### src/hw/rtl/deque_with_indexed_read_defines.svh
// Assertion macros shared by the deque RTL.
// Expects clk and rst to be visible in the scope where a macro is used.
`ifndef DEQUE_WITH_INDEXED_READ_DEFINES_SVH
`define DEQUE_WITH_INDEXED_READ_DEFINES_SVH

// Same-cycle implication, muted during reset
`define DWIR_ASSERT_NOW(lbl, ante, cons, msg) \
  lbl: assert property (@(posedge clk) disable iff (rst) (ante) |-> (cons)) \
    else $error(msg);

// Next-cycle implication, muted during reset
`define DWIR_ASSERT_NXT(lbl, ante, cons, msg) \
  lbl: assert property (@(posedge clk) disable iff (rst) (ante) |=> (cons)) \
    else $error(msg);

`endif

### src/hw/rtl/dwir_pkg.sv
// Shared types and constants for the deque with indexed read.
// No dependencies; imported by dwir_cell and deque_with_indexed_read.
package dwir_pkg;

  // Field widths
  localparam int MODE_W    = 3;
  localparam int WORD_W    = 32;
  localparam int POS_W     = 9;
  localparam int CNT_W     = 9;
  localparam int STAT_W    = 2;
  localparam int S_TDATA_W = 48;
  localparam int M_TDATA_W = 48;

  // Default capacity and read gather group size
  localparam int DEPTH_DEF  = 256;
  localparam int GROUP_SIZE = 16;

  // Operation codes
  localparam logic [MODE_W-1:0] OP_PUSH_BACK  = 3'd0;
  localparam logic [MODE_W-1:0] OP_PUSH_FRONT = 3'd1;
  localparam logic [MODE_W-1:0] OP_POP_BACK   = 3'd2;
  localparam logic [MODE_W-1:0] OP_POP_FRONT  = 3'd3;
  localparam logic [MODE_W-1:0] OP_READ_FRONT = 3'd4;
  localparam logic [MODE_W-1:0] OP_READ_BACK  = 3'd5;

  // Result status codes
  localparam logic [STAT_W-1:0] ST_DONE = 2'd0;
  localparam logic [STAT_W-1:0] ST_MISS = 2'd1;
  localparam logic [STAT_W-1:0] ST_FULL = 2'd2;

  // Command broadcast to every cell of the row
  typedef struct packed {
    logic shift_up;    // take word from the cell nearer the front
    logic shift_down;  // take word from the cell nearer the back
    logic put_back;    // cell at index == count loads the pushed word
  } cell_cmd_t;

endpackage

### src/hw/rtl/dwir_cell.sv
// One storage cell of the deque row: holds the word at one position from the front.
// Depends on dwir_pkg.
module dwir_cell #(
  parameter int DEPTH = 256,
  parameter int IDX   = 0,
  parameter int CW    = $clog2(DEPTH + 1),
  parameter int IW    = (DEPTH > 1) ? $clog2(DEPTH) : 1
) (
  input  logic                          clk,
  input  dwir_pkg::cell_cmd_t           cmd,
  input  logic [CW-1:0]                 count,
  input  logic [dwir_pkg::WORD_W-1:0]   value,
  input  logic [dwir_pkg::WORD_W-1:0]   from_prev,
  input  logic [dwir_pkg::WORD_W-1:0]   from_next,
  input  logic                          rd_en,
  input  logic [IW-1:0]                 rd_target,
  output logic [dwir_pkg::WORD_W-1:0]   word,
  output logic [dwir_pkg::WORD_W-1:0]   rd_word
);
  import dwir_pkg::*;

  // Word register: shift along the row or load a back push
  always_ff @(posedge clk) begin
    if (cmd.shift_up) begin
      word <= from_prev;
    end else if (cmd.shift_down) begin
      word <= from_next;
    end else if (cmd.put_back && (count == CW'(IDX))) begin
      word <= value;
    end
  end

  // Gated read contribution; zero unless this cell is addressed
  assign rd_word = (rd_en && (rd_target == IW'(IDX))) ? word : '0;

endmodule
### config.mk
export PLATFORM = sky130hd
export DESIGN_NAME = dwir_cell
export DESIGN_NICKNAME = d
export VERILOG_FILES = /design/src/hw/rtl/deque_with_indexed_read_defines.svh /design/src/hw/rtl/dwir_pkg.sv /design/src/hw/rtl/dwir_cell.sv
export SDC_FILE = /design/constraint.sdc
export NUM_CORES = 1
export LEC_CHECK = 0
export CAP_MARGIN = 20
export CELL_PAD_IN_SITES_DETAIL_PLACEMENT = 1
export CELL_PAD_IN_SITES_GLOBAL_PLACEMENT = 1
export CORE_UTILIZATION = 39
export CTS_CLUSTER_DIAMETER = 40
export CTS_CLUSTER_SIZE = 8
export DETAILED_ROUTE_END_ITERATION = 10
export DONT_BUFFER_PORTS = 1
export PLACE_DENSITY = 0.8
export SYNTH_ARGS = -nofsm -noshare
export SYNTH_HDL_FRONTEND = slang
export SYNTH_SLANG_ARGS = --single-unit
### constraint.sdc
create_clock -name clk -period 1.75 [get_ports clk]
set_input_delay 0.0875 -clock clk [delete_from_list [all_inputs] [get_ports clk]]
set_output_delay 0.0875 -clock clk [all_outputs]
set_load 0.02 [all_outputs]
# After elaboration in Yosys (flattened, before gate mapping)
# Index checks and enable logic that the tools add are counted.
# totals
regBits	32
wordCells	10
# classes
reduce_logical	5
n_mux	4
# op_table
operator	n
32-bit 2-to-1 mux	4
9-bit zero test	1
8-bit zero test	1
3-bit nonzero test	1
1-bit logical AND	2

# Logic depth before layout (Yosys ltp)
# depth
word_depth	5
ltp_mapped	4
ltp_nobuf	2

# Least setup slack after synthesis
# OpenSTA, ideal clock, no wires.
# synth_path
path_type	in2reg
from	input port cmd[1] (netlist name)
to	register word[0] (netlist name) (enable)
path_slack_ns	-0.157
cell_stages	3
arrival_ns	1.512
path_buffers	2
required_time_ns	1.354
path_cell_list	clkbuf_1 -> buf_2 -> a311o_1
# synth_between
elab_chain_cells	1
# synth_lines
element	line	text
from (decl)	dwir_cell.sv:10	input dwir_pkg::cell_cmd_t cmd,
3-bit nonzero test (no source line)	--	
to (signal assigned)	dwir_cell.sv:25	word <= from_prev;
to (signal assigned)	dwir_cell.sv:27	word <= from_next;
to (signal assigned)	dwir_cell.sv:29	word <= value;
to (decl)	dwir_cell.sv:17	output logic [dwir_pkg::WORD_W-1:0] word,
# Every way passes these cells.
# A chain may end at the register's enable or synchronous reset.

# Worst setup path after layout
# layout_path
from	input port rd_target[4]
to	output port rd_word[23] (netlist name)
# layout_between
elab_chain_cells	3
# layout_lines
element	line	text
from (decl)	dwir_cell.sv:16	input logic [IW-1:0] rd_target,
8-bit zero test	dwir_cell.sv:34	assign rd_word = (rd_en && (rd_target == IW'(IDX))) ? word : '0;
1-bit logical AND	dwir_cell.sv:34	
32-bit 2-to-1 mux	dwir_cell.sv:34	
to (decl)	dwir_cell.sv:18	output logic [dwir_pkg::WORD_W-1:0] rd_word
# Every way passes these cells.

==> reports/metrics.cfg <==
[clock_tree]
hold_buffers = 14
cts_tree = done
cts_buffers = 5
cts_resized = 0
cts_root_buf = clkbuf_8
htree_levels = 2
clockBufferDepth = 2
clock_sinks = 32
post_cts_buffers = 0
clkTransAtPathRegs_ns = 0.06

[detailed_routing]
viasPerCell = 5.53
ant_nets = 0
routed.top_layer = met4
met2_length_um = 3380
drt-met1-wl_um = 2440
routedWlPerCell_um = 19.7
dr.pass1.iters = 4
drt_iter0_drc = 71
dr_wl_met3_um = 527
num_vias = 1808
wl_um = 6430
drcViolationCount = 0

[final_layout]
top_register = word
largest_register_ffs = 32
syn_to_final_growth_pct = 22.9
top_regs = word (32)
ff_latch_area_um2 = 961
nets = 372
multiInputGateArea_um2 = 1070
antenna_cells = 0
drive_above_1_share = 0.286
utilization = 0.502
n_fill_cell = 616

[logic_synthesis]
synthTopCellsByArea = edfxtp_1 42%, nor4_2 15%, mux2i_1 14%
synth_area_um2 = 2260
synth_commonest_cells = 32 x edfxtp_1, 32 x inv_1, 32 x mux2i_1, 32 x nand2_1, 32 x o21ai_0
synth-warning-count = 0
ys_types = 18
yosysTopAreaCell = edfxtp_1
syn_nets = 340
syn_inst = 222
syn-mean-instance-area_um2 = 10.2
synth-seq-cells = 32
synth_seq_area_share = 0.425
synth_top_area_share = 0.425
async_flop_share = 0
synth_edf_count = 32
synth-main-ff-cell = edfxtp_1

[grt]
track_usage = 0.205
grt_max_degree = 63
grt_pass1_vias = 1773
grt_pass1_wl_um = 9470
antenna_found_initial = 0
grt_overflow = 0

[sta]
finalHoldViolations = 0
min_period_ns = 1.56
rsz0062_at_grt = false
final-setup-viol-count = 0
fmax_mhz = 641
drv_slew = 0
tightest_slew_ns = 0.563
fin_crit_sh = 0.891
tns_ns = 0
relSlewSlack = 0.624

[setup_path]
cp.required_ns = 1.66
critPathMaxFanout = 32
cp_slowest_cell = or4b_2
crit_chain = or4b_2 -> buf_12 -> nor4_2 -> buf_4
slowest_delay_ns = 0.71
crit_type = in -> out
endpoint_kind = output port
cp-start-kind = input port
critPathArrivalTime_ns = 1.47

[power_and_ir_drop]
powerDensity_nw_per_um2 = 748
seqPwrFrac = 0.549
p_switching_mw = 0.596
peakVddDrop_v = 0.000434
p_clk_frac = 0.325
p_leak_nw = 1.13
p_sw_frac = 0.286
p_comb_frac = 0.126
intPower_mw = 1.49

[placement]
dp_hpwl_um = 4630
io_buffers = 0
gp_congestion = 0.758

[die]
die-area_um2 = 6110
core_area_um2 = 5540
initial_core_util = 0.409
rows = 27
die_h_um = 78.2
boundaryPins = 182
die_w_um = 78.2

[flow_run]
cap_violations = 0

[outcome]
status = completed

[min_path]
hp-class = in -> reg

## routing by layer
metal / up-vias / track usage
li1: 846 / -
met3: 8 / 0.0721
met4: 0 / 0.0667
met1: 850 / 0.225
met2: 104 / 0.368
met5: - / 0
## worst paths after layout
check | start | to | slack (ns) | cells after the start
worst min-delay path | from_prev[5] | word[5] | 0.02 | 2
worst max-delay path | rd_target[4] | rd_word[23] | 0.19 | 4
## power groups by stage
stage / combinational [mW] / sequential [mW] / clock, mW
after floorplan: 0.219 / 1.13 / 0
after global placement: 0.222 / 1.16 / 0
after detailed placement: 0.237 / 1.16 / 0
after CTS: 0.263 / 1.14 / 0.700
after global routing: 0.290 / 1.15 / 0.735
final: 0.263 / 1.14 / 0.677
## area by class of cell
cell class,count,area share
Sequential cell,32,0.345
Multi-Input combinational cell,135,0.384
Inverter,32,0.0432
Clock buffer,5,0.0247
Timing Repair Buffer,48,0.157
Clock inverter,3,0.0135
Tap cell,72,0.0324
## per-stage QoR
step | hold WS, ns | worst slack [ns] | std cells | area (um^2) | power, mW
floorplan | 0.275 | 0.224 | 222 | 2260 | 1.35
global placement | 0.282 | 0.224 | 304 | 2520 | 1.38
detailed placement | 0.288 | 0.185 | 304 | 2520 | 1.40
CTS | 0.0000749 | 0.181 | 326 | 2770 | 2.10
global route | 0.000354 | 0.147 | 327 | 2780 | 2.17
finish | 0.0212 | 0.191 | 327 | 2780 | 2.08
## cell families after synthesis
kind of cell	share of synthesized area
flops	0.425
compound gates	0.0752
simple gates	0.254
buf+inv	0.104
mux	0.142
## layout by cell type (no fill, tap or decap), types with 2 or more instances in the layout
cell type      instances
mux2i_1               32
edfxtp_1              32
nor4_1                 3
buf_12                 3
o21ai_0               32
nor4_4                 3
clkbuf_8               5
dlygate4sd3_1         15
nand2_1               32
inv_1                 32
clkinv_1               2
buf_4                 30
nor4_2                27
## critical path, delay by kind of cell
family,cells,cell delay [ns]
and+or+nand+nor,2,0.96
buffers and inverters,2,0.42
No activity file was read; power rests on OpenSTA's default activity.
